File: src/hdl/srd_pkg.sv
// ----------------------------------------------------------------------------
// srd_pkg
// Shared types and constants of the sprite RLE row decoder.
// ----------------------------------------------------------------------------
package srd_pkg;

    localparam int MODE_W      = 2;
    localparam int WIDTH_W     = 16;
    localparam int BYTE_W      = 8;
    localparam int COUNT_W     = 9;
    localparam int FILL_W      = 17;
    localparam int CFG_INDEX_W = 1;
    localparam int CFG_DATA_W  = 16;
    localparam int QUEUE_DEPTH = 2;
    localparam int QPTR_W      = 1;
    localparam int QCOUNT_W    = 2;

    // register indexes
    localparam logic [CFG_INDEX_W-1:0] REG_FORMAT_MODE = 1'd0;
    localparam logic [CFG_INDEX_W-1:0] REG_ROW_WIDTH   = 1'd1;

    // format modes (code 3 decodes as packed)
    localparam logic [MODE_W-1:0] MODE_PLAIN    = 2'd0;
    localparam logic [MODE_W-1:0] MODE_TYPE_LEN = 2'd1;
    localparam logic [MODE_W-1:0] MODE_PACKED   = 2'd2;

    localparam logic [MODE_W-1:0]  FORMAT_MODE_RESET = MODE_TYPE_LEN;
    localparam logic [WIDTH_W-1:0] ROW_WIDTH_RESET   = 16'd1;

    localparam logic [BYTE_W-1:0] RAW_TYPE = 8'hFF;
    localparam logic [2:0]        RAW_CODE = 3'd7;
    localparam logic [FILL_W-1:0] FILL_MAX = 17'h1FFFF;

    typedef struct packed {
        logic [MODE_W-1:0]  format_mode;
        logic [WIDTH_W-1:0] row_width;
    } srd_cfg_t;

    typedef struct packed {
        logic [BYTE_W-1:0]  pixel_index;
        logic [COUNT_W-1:0] repeat_count;
        logic               from_raw;
        logic               end_of_row;
    } srd_result_t;

    typedef struct packed {
        logic full;
        logic not_empty;
    } srd_qstat_t;

endpackage

File: src/hdl/srd_byte_if.sv
// ----------------------------------------------------------------------------
// srd_byte_if
// Input channel: one byte of sprite row data per transaction.
// ----------------------------------------------------------------------------
interface srd_byte_if;
    import srd_pkg::*;

    logic              valid;
    logic              ready;
    logic [BYTE_W-1:0] byte_value;

    modport source (output valid, output byte_value, input ready);
    modport sink   (input valid, input byte_value, output ready);
endinterface

File: src/hdl/srd_pixel_if.sv
// ----------------------------------------------------------------------------
// srd_pixel_if
// Output channel: one pixel run or raw pixel per transaction.
// ----------------------------------------------------------------------------
interface srd_pixel_if;
    import srd_pkg::*;

    logic               valid;
    logic               ready;
    logic [BYTE_W-1:0]  pixel_index;
    logic [COUNT_W-1:0] repeat_count;
    logic               from_raw;
    logic               end_of_row;

    modport source (output valid, output pixel_index, output repeat_count,
                    output from_raw, output end_of_row, input ready);
    modport sink   (input valid, input pixel_index, input repeat_count,
                    input from_raw, input end_of_row, output ready);
endinterface

File: src/hdl/srd_front.sv
// ----------------------------------------------------------------------------
// srd_front
// Header parser and row pixel counter. Takes one byte per cycle unless the
// queue is full and pushes each pixel run it produces into the queue.
// ----------------------------------------------------------------------------
module srd_front (
    input  logic                clk,
    input  logic                rst_n,
    srd_byte_if.sink            bytes,
    input  srd_pkg::srd_cfg_t   cfg,
    input  logic                q_full,
    output logic                push,
    output srd_pkg::srd_result_t result
);
    import srd_pkg::*;

    localparam logic [1:0] PH_HDR = 2'd0;
    localparam logic [1:0] PH_LEN = 2'd1;
    localparam logic [1:0] PH_RAW = 2'd2;

    logic [1:0]         phase_reg,    phase_next;
    logic [BYTE_W-1:0]  pending_reg,  pending_next;
    logic [COUNT_W-1:0] raw_left_reg, raw_left_next;
    logic [FILL_W-1:0]  filled_reg,   filled_next;

    logic               accept;
    logic               has_res;
    logic [BYTE_W-1:0]  res_pix;
    logic [COUNT_W-1:0] res_cnt;
    logic               res_raw;
    logic               res_eor;
    logic [BYTE_W-1:0]  b;
    logic [COUNT_W-1:0] byte_len;
    logic [COUNT_W-1:0] packed_len;
    logic [FILL_W:0]    sum;
    logic [FILL_W-1:0]  sat;

    assign bytes.ready = !q_full;
    assign accept      = bytes.valid && bytes.ready;
    assign b           = bytes.byte_value;
    assign byte_len    = {1'b0, b} + 9'd1;
    assign packed_len  = {4'b0, b[4:0]} + 9'd1;

    always_comb
    begin
        phase_next    = phase_reg;
        pending_next  = pending_reg;
        raw_left_next = raw_left_reg;
        filled_next   = filled_reg;
        has_res       = 1'b0;
        res_pix       = b;
        res_cnt       = 9'd1;
        res_raw       = 1'b1;

        case (phase_reg)
            PH_RAW:
            begin
                if (raw_left_reg <= 9'd1)
                begin
                    raw_left_next = '0;
                    phase_next    = PH_HDR;
                end
                else
                begin
                    raw_left_next = raw_left_reg - 9'd1;
                end
                has_res = 1'b1;
            end
            PH_LEN:
            begin
                if (pending_reg == RAW_TYPE)
                begin
                    raw_left_next = byte_len;
                    phase_next    = PH_RAW;
                end
                else
                begin
                    phase_next = PH_HDR;
                    has_res    = 1'b1;
                    res_pix    = pending_reg;
                    res_cnt    = byte_len;
                    res_raw    = 1'b0;
                end
            end
            default:
            begin
                phase_next = PH_HDR;
                case (cfg.format_mode)
                    MODE_PLAIN:
                    begin
                        has_res = 1'b1;
                    end
                    MODE_TYPE_LEN:
                    begin
                        pending_next = b;
                        phase_next   = PH_LEN;
                    end
                    default:
                    begin
                        // packed header: code in the top three bits
                        if (b[7:5] == RAW_CODE)
                        begin
                            raw_left_next = packed_len;
                            phase_next    = PH_RAW;
                        end
                        else
                        begin
                            has_res = 1'b1;
                            res_pix = {5'b0, b[7:5]};
                            res_cnt = packed_len;
                            res_raw = 1'b0;
                        end
                    end
                endcase
            end
        endcase

        // saturate the pixel count, then check for the row end
        sum     = {1'b0, filled_reg} + {9'b0, res_cnt};
        sat     = (sum > {1'b0, FILL_MAX}) ? FILL_MAX : sum[FILL_W-1:0];
        res_eor = (sat >= {1'b0, cfg.row_width});

        if (has_res)
        begin
            filled_next = sat;
            if (res_eor)
            begin
                filled_next   = '0;
                phase_next    = PH_HDR;
                pending_next  = '0;
                raw_left_next = '0;
            end
        end
    end

    always_ff @(posedge clk or negedge rst_n)
    begin
        if (!rst_n)
        begin
            phase_reg    <= PH_HDR;
            pending_reg  <= '0;
            raw_left_reg <= '0;
            filled_reg   <= '0;
        end
        else if (accept)
        begin
            phase_reg    <= phase_next;
            pending_reg  <= pending_next;
            raw_left_reg <= raw_left_next;
            filled_reg   <= filled_next;
        end
    end

    assign push                = accept && has_res;
    assign result.pixel_index  = res_pix;
    assign result.repeat_count = res_cnt;
    assign result.from_raw     = res_raw;
    assign result.end_of_row   = res_eor;

endmodule

File: src/hdl/srd_queue.sv
// ----------------------------------------------------------------------------
// srd_queue
// Two-entry result queue between the parser and the output stage.
// ----------------------------------------------------------------------------
module srd_queue (
    input  logic                 clk,
    input  logic                 rst_n,
    input  logic                 push,
    input  srd_pkg::srd_result_t push_data,
    input  logic                 pop,
    output srd_pkg::srd_result_t pop_data,
    output srd_pkg::srd_qstat_t  stat
);
    import srd_pkg::*;

    srd_result_t         entry_reg [QUEUE_DEPTH];
    logic [QPTR_W-1:0]   wr_ptr_reg;
    logic [QPTR_W-1:0]   rd_ptr_reg;
    logic [QCOUNT_W-1:0] count_reg;
    logic [QCOUNT_W-1:0] count_next;

    assign stat.full      = (count_reg == QCOUNT_W'(QUEUE_DEPTH));
    assign stat.not_empty = (count_reg != '0);
    assign pop_data       = entry_reg[rd_ptr_reg];

    always_comb
    begin
        count_next = count_reg;
        if (push && !pop)
            count_next = count_reg + 2'd1;
        else if (pop && !push)
            count_next = count_reg - 2'd1;
    end

    always_ff @(posedge clk)
    begin
        if (push)
            entry_reg[wr_ptr_reg] <= push_data;
    end

    always_ff @(posedge clk or negedge rst_n)
    begin
        if (!rst_n)
        begin
            wr_ptr_reg <= '0;
            rd_ptr_reg <= '0;
            count_reg  <= '0;
        end
        else
        begin
            if (push)
                wr_ptr_reg <= wr_ptr_reg + 1'b1;
            if (pop)
                rd_ptr_reg <= rd_ptr_reg + 1'b1;
            count_reg <= count_next;
        end
    end

endmodule

File: src/hdl/srd_back.sv
// ----------------------------------------------------------------------------
// srd_back
// Output register stage. Pulls results from the queue and holds each one on
// the pixel channel until the transaction completes.
// ----------------------------------------------------------------------------
module srd_back (
    input  logic                 clk,
    input  logic                 rst_n,
    input  logic                 q_not_empty,
    input  srd_pkg::srd_result_t q_data,
    output logic                 pop,
    srd_pixel_if.source          pixels
);
    import srd_pkg::*;

    logic        valid_reg;
    srd_result_t data_reg;
    logic        free;

    assign free = !valid_reg || pixels.ready;
    assign pop  = free && q_not_empty;

    always_ff @(posedge clk or negedge rst_n)
    begin
        if (!rst_n)
            valid_reg <= 1'b0;
        else if (free)
            valid_reg <= q_not_empty;
    end

    always_ff @(posedge clk)
    begin
        if (pop)
            data_reg <= q_data;
    end

    assign pixels.valid        = valid_reg;
    assign pixels.pixel_index  = data_reg.pixel_index;
    assign pixels.repeat_count = data_reg.repeat_count;
    assign pixels.from_raw     = data_reg.from_raw;
    assign pixels.end_of_row   = data_reg.end_of_row;

endmodule

File: src/hdl/sprite_rle_row_decoder.sv
// ----------------------------------------------------------------------------
// sprite_rle_row_decoder
// Run-length decoder for indexed-color sprite rows.
// ----------------------------------------------------------------------------
// Takes one byte per clock cycle on the byte channel while the queue is not
// full and emits pixel runs on the pixel channel; a type byte, a raw length
// byte and a packed raw header give no result. Parser and row counter update
// on each accepted byte; results pass through a two-entry queue and then an
// output register, and the byte channel stalls only once both queue entries
// and the output register hold results. The user must write format_mode and
// row_width over the cfg port only while the block is idle; the block itself
// does not enforce this.
module sprite_rle_row_decoder (
    input  logic                              clk,
    input  logic                              rst_n,
    input  logic                              cfg_we,
    input  logic [srd_pkg::CFG_INDEX_W-1:0]   cfg_index,
    input  logic [srd_pkg::CFG_DATA_W-1:0]    cfg_data,
    srd_byte_if.sink                          bytes,
    srd_pixel_if.source                       pixels
);
    import srd_pkg::*;

    logic [MODE_W-1:0]  format_mode_reg;
    logic [WIDTH_W-1:0] row_width_reg;
    srd_cfg_t           cfg;
    logic               q_push;
    logic               q_pop;
    srd_result_t        q_in;
    srd_result_t        q_out;
    srd_qstat_t         q_stat;

    always_ff @(posedge clk or negedge rst_n)
    begin
        if (!rst_n)
        begin
            format_mode_reg <= FORMAT_MODE_RESET;
            row_width_reg   <= ROW_WIDTH_RESET;
        end
        else if (cfg_we)
        begin
            case (cfg_index)
                REG_FORMAT_MODE: format_mode_reg <= cfg_data[MODE_W-1:0];
                REG_ROW_WIDTH:   row_width_reg   <= cfg_data[WIDTH_W-1:0];
                default:         ;
            endcase
        end
    end

    assign cfg.format_mode = format_mode_reg;
    assign cfg.row_width   = row_width_reg;

    srd_front u_front (
        .clk    (clk),
        .rst_n  (rst_n),
        .bytes  (bytes),
        .cfg    (cfg),
        .q_full (q_stat.full),
        .push   (q_push),
        .result (q_in)
    );

    srd_queue u_queue (
        .clk       (clk),
        .rst_n     (rst_n),
        .push      (q_push),
        .push_data (q_in),
        .pop       (q_pop),
        .pop_data  (q_out),
        .stat      (q_stat)
    );

    srd_back u_back (
        .clk         (clk),
        .rst_n       (rst_n),
        .q_not_empty (q_stat.not_empty),
        .q_data      (q_out),
        .pop         (q_pop),
        .pixels      (pixels)
    );

    // never push into a full queue
    assert property (@(posedge clk) disable iff (!rst_n) q_push |-> !q_stat.full)
        else $error("result pushed into a full queue");

    // never pop an empty queue
    assert property (@(posedge clk) disable iff (!rst_n) q_pop |-> q_stat.not_empty)
        else $error("result popped from an empty queue");

    // a popped result shows up on the pixel channel next cycle
    assert property (@(posedge clk) disable iff (!rst_n) q_pop |=> pixels.valid)
        else $error("popped result not presented on the pixel channel");

endmodule
File: src/flat_wrapper.sv
// flat-port wrapper written by rule: the top's interface ports become plain ports
module sprite_rle_row_decoder_flat import srd_pkg::*;
  (clk, rst_n, cfg_we, cfg_index, cfg_data, bytes_valid, bytes_byte_value, bytes_ready, pixels_valid, pixels_pixel_index, pixels_repeat_count, pixels_from_raw, pixels_end_of_row, pixels_ready);
  srd_byte_if bytes_i ();
  srd_pixel_if pixels_i ();
  input  logic clk;
  input  logic rst_n;
  input  logic cfg_we;
  input  logic [srd_pkg::CFG_INDEX_W-1:0] cfg_index;
  input  logic [srd_pkg::CFG_DATA_W-1:0] cfg_data;
  input wire logic [$bits(bytes_i.valid)-1:0] bytes_valid;
  input wire logic [$bits(bytes_i.byte_value)-1:0] bytes_byte_value;
  output wire logic [$bits(bytes_i.ready)-1:0] bytes_ready;
  output wire logic [$bits(pixels_i.valid)-1:0] pixels_valid;
  output wire logic [$bits(pixels_i.pixel_index)-1:0] pixels_pixel_index;
  output wire logic [$bits(pixels_i.repeat_count)-1:0] pixels_repeat_count;
  output wire logic [$bits(pixels_i.from_raw)-1:0] pixels_from_raw;
  output wire logic [$bits(pixels_i.end_of_row)-1:0] pixels_end_of_row;
  input wire logic [$bits(pixels_i.ready)-1:0] pixels_ready;
  assign bytes_i.valid = bytes_valid;
  assign bytes_i.byte_value = bytes_byte_value;
  assign bytes_ready = bytes_i.ready;
  assign pixels_valid = pixels_i.valid;
  assign pixels_pixel_index = pixels_i.pixel_index;
  assign pixels_repeat_count = pixels_i.repeat_count;
  assign pixels_from_raw = pixels_i.from_raw;
  assign pixels_end_of_row = pixels_i.end_of_row;
  assign pixels_i.ready = pixels_ready;
  sprite_rle_row_decoder u_core (.clk(clk), .rst_n(rst_n), .cfg_we(cfg_we), .cfg_index(cfg_index), .cfg_data(cfg_data), .bytes(bytes_i), .pixels(pixels_i));
endmodule
File: config.mk
export PLATFORM = sky130hd
export DESIGN_NAME = sprite_rle_row_decoder_flat
export DESIGN_NICKNAME = d
export VERILOG_FILES = /design/src/hdl/srd_pkg.sv /design/src/hdl/srd_byte_if.sv /design/src/hdl/srd_pixel_if.sv /design/src/hdl/srd_front.sv /design/src/hdl/srd_queue.sv /design/src/hdl/srd_back.sv /design/src/hdl/sprite_rle_row_decoder.sv /design/src/flat_wrapper.sv
export SDC_FILE = /design/constraint.sdc
export NUM_CORES = 1
export LEC_CHECK = 0
export BUFFER_PORTS_ARGS = -buffer_cell sky130_fd_sc_hd__buf_2
export CORE_MARGIN = 5
export CORE_UTILIZATION = 55
export DETAILED_ROUTE_END_ITERATION = 8
export PLACE_DENSITY = 0.83
export SLEW_MARGIN = 10
export SYNTH_ARGS = -nofsm -noshare
export SYNTH_HDL_FRONTEND = slang
export SYNTH_HIERARCHICAL = 1
export SYNTH_SLANG_ARGS = --single-unit
File: constraint.sdc
create_clock -name clk -period 4.6 [get_ports clk]
set_input_delay 0.92 -clock clk [delete_from_list [all_inputs] [get_ports clk]]
set_output_delay 0.92 -clock clk [all_outputs]
set_load 0.01 [all_outputs]
==> out/qor.txt <==
Status - finished, final reports clean
Clock Latency Late Sink - 420 ps
Pwr dens - 595 nW/µm²
Final ANT Viol Nets - 0
Peak supply drop - 465 µV
Clk Tree Root Cell - clkbuf_16
Crit path max fanout - 7
Max Slew Vio Count - 0
Max reg flops - 38
Avg Cell Area, Syn - 10.7 µm²
Initial core utilization - 0.561
Crit. End Element - flip-flop
Seq/Total Area, Yosys - 0.496
Number of primary I/O pins - 51
Cts bufs inserted - 17
Row Count - 39
Layout Nets - 789
Placed insts - 841
HPWL after DPL - 10,800 µm
Top_reg_cell synth - edfxtp_1
Crit path from - u_core/u_front/pending_reg[3]
Crit path time final - 4430 ps
Yosys cell types - 65
Hold path startpoint - u_core/row_width_reg[13]
Worst slew pin tran - 1170 ps
Clock Tree Buf Depth - 2
Gr ovfl total - 0
Asr flop ratio synth - 0.509
# H-tree levels - 4
Startpoint Class - flip-flop
First-pass GRT wire length - 24,800 µm
Fillers - 756
Worst hold path class - reg -> reg
Drt first pass iters - 7
FF-to-FF setup slack - 170 ps
Final Hold Fails - 0
Synth Register Bits - 116
Share of cells above drive strength 1 - 0.365
Utilization after layout - 0.722
Mapped Nets - 663
Die width - 118 µm
IO Port Bufs - 50
Drc violations - 0
Number of diodes - 0
Worst Path Arrival - 4750 ps
Core box area - 11,500 µm²
EDFF count, synth - 57
TritonCTS clock tree - yes
Layout area overhead - 28.5%
Worst hold slack - 493 ps
Die area - 14,000 µm²
Largest net degree at the start of global routing - 36
Finished Layout Cells - 883
Initial drt markers - 350
Vias per cell - 5.85
Clk sink count - 116
Register-to-Register Path Depth - 23
Fmax - 0.226 GHz
Max-cap violation count - 0
Routed WL - 15,400 µm
Slew HR - 0.223
Post-Syn Area - 6440 µm²
Final setup fails - 0
Req. time, crit path - 4930 ps
Final period utilization - 0.963
Hold path cells - 1
GP Congestion - 0.893
Detailed-route via count - 5,164
Worst Setup Path Type - reg -> reg
Routed len/inst - 17.4 µm
Post-Syn Instances - 601
Clock slew at reported path FFs - 60 ps
FF-to-FF Start - u_core/u_front/pending_reg[3]
GRT Total Usage - 0.221
Number of synthesis warnings - 6
Vias in the first global route - 5,095
Initial antenna violation count - 0
Die Height - 118 µm
Hold Buf Count CTS - 0
Pleak - 3.65 nW
Layout Skew - 10.3 ps
==> Yosys cell counts, types with 10 or more instances <==
master	count	area share
a21oi_1	19	0.015
nand2_1	79	0.046
ha_1	31	0.060
mux2_4	29	0.068
inv_1	38	0.022
o21ai_0	38	0.030
xnor2_1	12	0.016
dfrtp_1	57	0.22
o31ai_1	10	0.012
xor2_1	13	0.018
nor2_1	39	0.023
nand3_1	22	0.017
clkbuf_1	14	0.0082
edfxtp_1	57	0.27
==> routing by layer <==
layer | up-vias | track usage | part of all wire
met2 | 236 | 0.371 | 0.50
li1 | 2412 | - | -
met3 | 44 | 0.0478 | 0.065
met5 | - | 0 | 0
met1 | 2472 | 0.276 | 0.40
met4 | 0 | 0.0925 | 0.033
==> power breakdown <==
part | switching, W | internal, W | total, W
Clock | 0.000501 | 0.000715 | 0.00122
Combinational | 0.00106 | 0.000964 | 0.00202
Sequential | 0.000217 | 0.00147 | 0.00168
==> critical path, stage by stage (launching register included) <==
cell and delay, ps:
dfrtp_1 380, nand4_1 150, nor2_1 220, a21oi_1 130, o21ai_2 170, o21bai_4 170
ha_4 170, inv_2 40, fa_2 350, nand2b_4 170, a21oi_4 190, o2111ai_4 200
a21boi_2 200, xnor2_1 130, and2_1 210, inv_1 60, ha_1 320, a21oi_2 190
a21oi_2 80, a211oi_2 210, buf_6 200, buf_4 140, nand3_1 90, o21ai_1 170
==> what timing repair did <==
item	4_1_cts	5_1_grt
gates resized for setup	2	52
pin swaps	1	15
cloned	0	1
setup endpoints to repair	37	37
setup buffers	0	9
==> path summary, 6_finish.rpt <==
path / end
min reg2reg: u_core/row_width_reg[13]
max reg2reg: u_core/u_front/filled_reg[13]
min in group asynchronous: u_core/u_front/raw_left_reg[2]
max: u_core/u_front/filled_reg[13]
max in group asynchronous: u_core/row_width_reg[0]
min: u_core/row_width_reg[13]
==> cell families (layout without fill, tap and decap cells) <==
family,count (synthesis),count (layout),share of synthesized area
mux,40,40,0.0867
buf+inv,65,203,0.0443
xor+xnor,25,25,0.0340
flops,116,116,0.496
fa+ha+maj,32,32,0.0633
simple gates,187,187,0.134
compound gates,136,137,0.143
==> area by class of cell <==
class                   count  area (µm²)  share of cell area
multi-input cells         421        3320               0.402
clock buffers              18         439              0.0531
repair buffers            133         881               0.106
clock inverters            14         120              0.0145
well taps                 143         179              0.0216
inverters                  38         143              0.0172
flip-flops and latches    116        3190               0.386
==> metrics by stage <==
stage | TNS [ps] | total power, W | instance area, µm² | setup slack [ps]
2_1_floorplan | -48.2 | 0.00286 | 6550 | -24.1
3_3_place_gp | -16030 | 0.00338 | 7360 | -506
3_5_place_dp | -18480 | 0.00348 | 7360 | -581
4_1_cts | 0 | 0.00473 | 7940 | 4.67
5_1_grt | -375 | 0.00524 | 8280 | -68.4
6_report | 0 | 0.00492 | 8280 | 171
==> cells in the final DEF (no fill, tap or decap), types with 5 or more instances in the layout <==
| cell type | instances |
|---|---|
| nand4_1 | 5 |
| nand2_1 | 78 |
| o31ai_2 | 7 |
| nor2b_1 | 7 |
| a21oi_2 | 6 |
| mux2_4 | 29 |
| clkbuf_16 | 17 |
| a21oi_1 | 12 |
| xnor2_1 | 12 |
| o211ai_1 | 9 |
| nor2_1 | 29 |
| edfxtp_1 | 57 |
| and2_1 | 5 |
| ha_4 | 6 |
| xor2_1 | 11 |
| a21o_1 | 5 |
| dfrtp_1 | 57 |
| o21ai_1 | 8 |
| a21oi_4 | 5 |
| inv_1 | 37 |
| o22ai_1 | 6 |
| nor3_1 | 5 |
| nand3_1 | 20 |
| mux2_1 | 6 |
| ha_1 | 24 |
| buf_4 | 81 |
| nor2_2 | 10 |
| buf_2 | 50 |
| inv_6 | 5 |
| o21ai_0 | 31 |
Power figures use the tool's default switching activity.
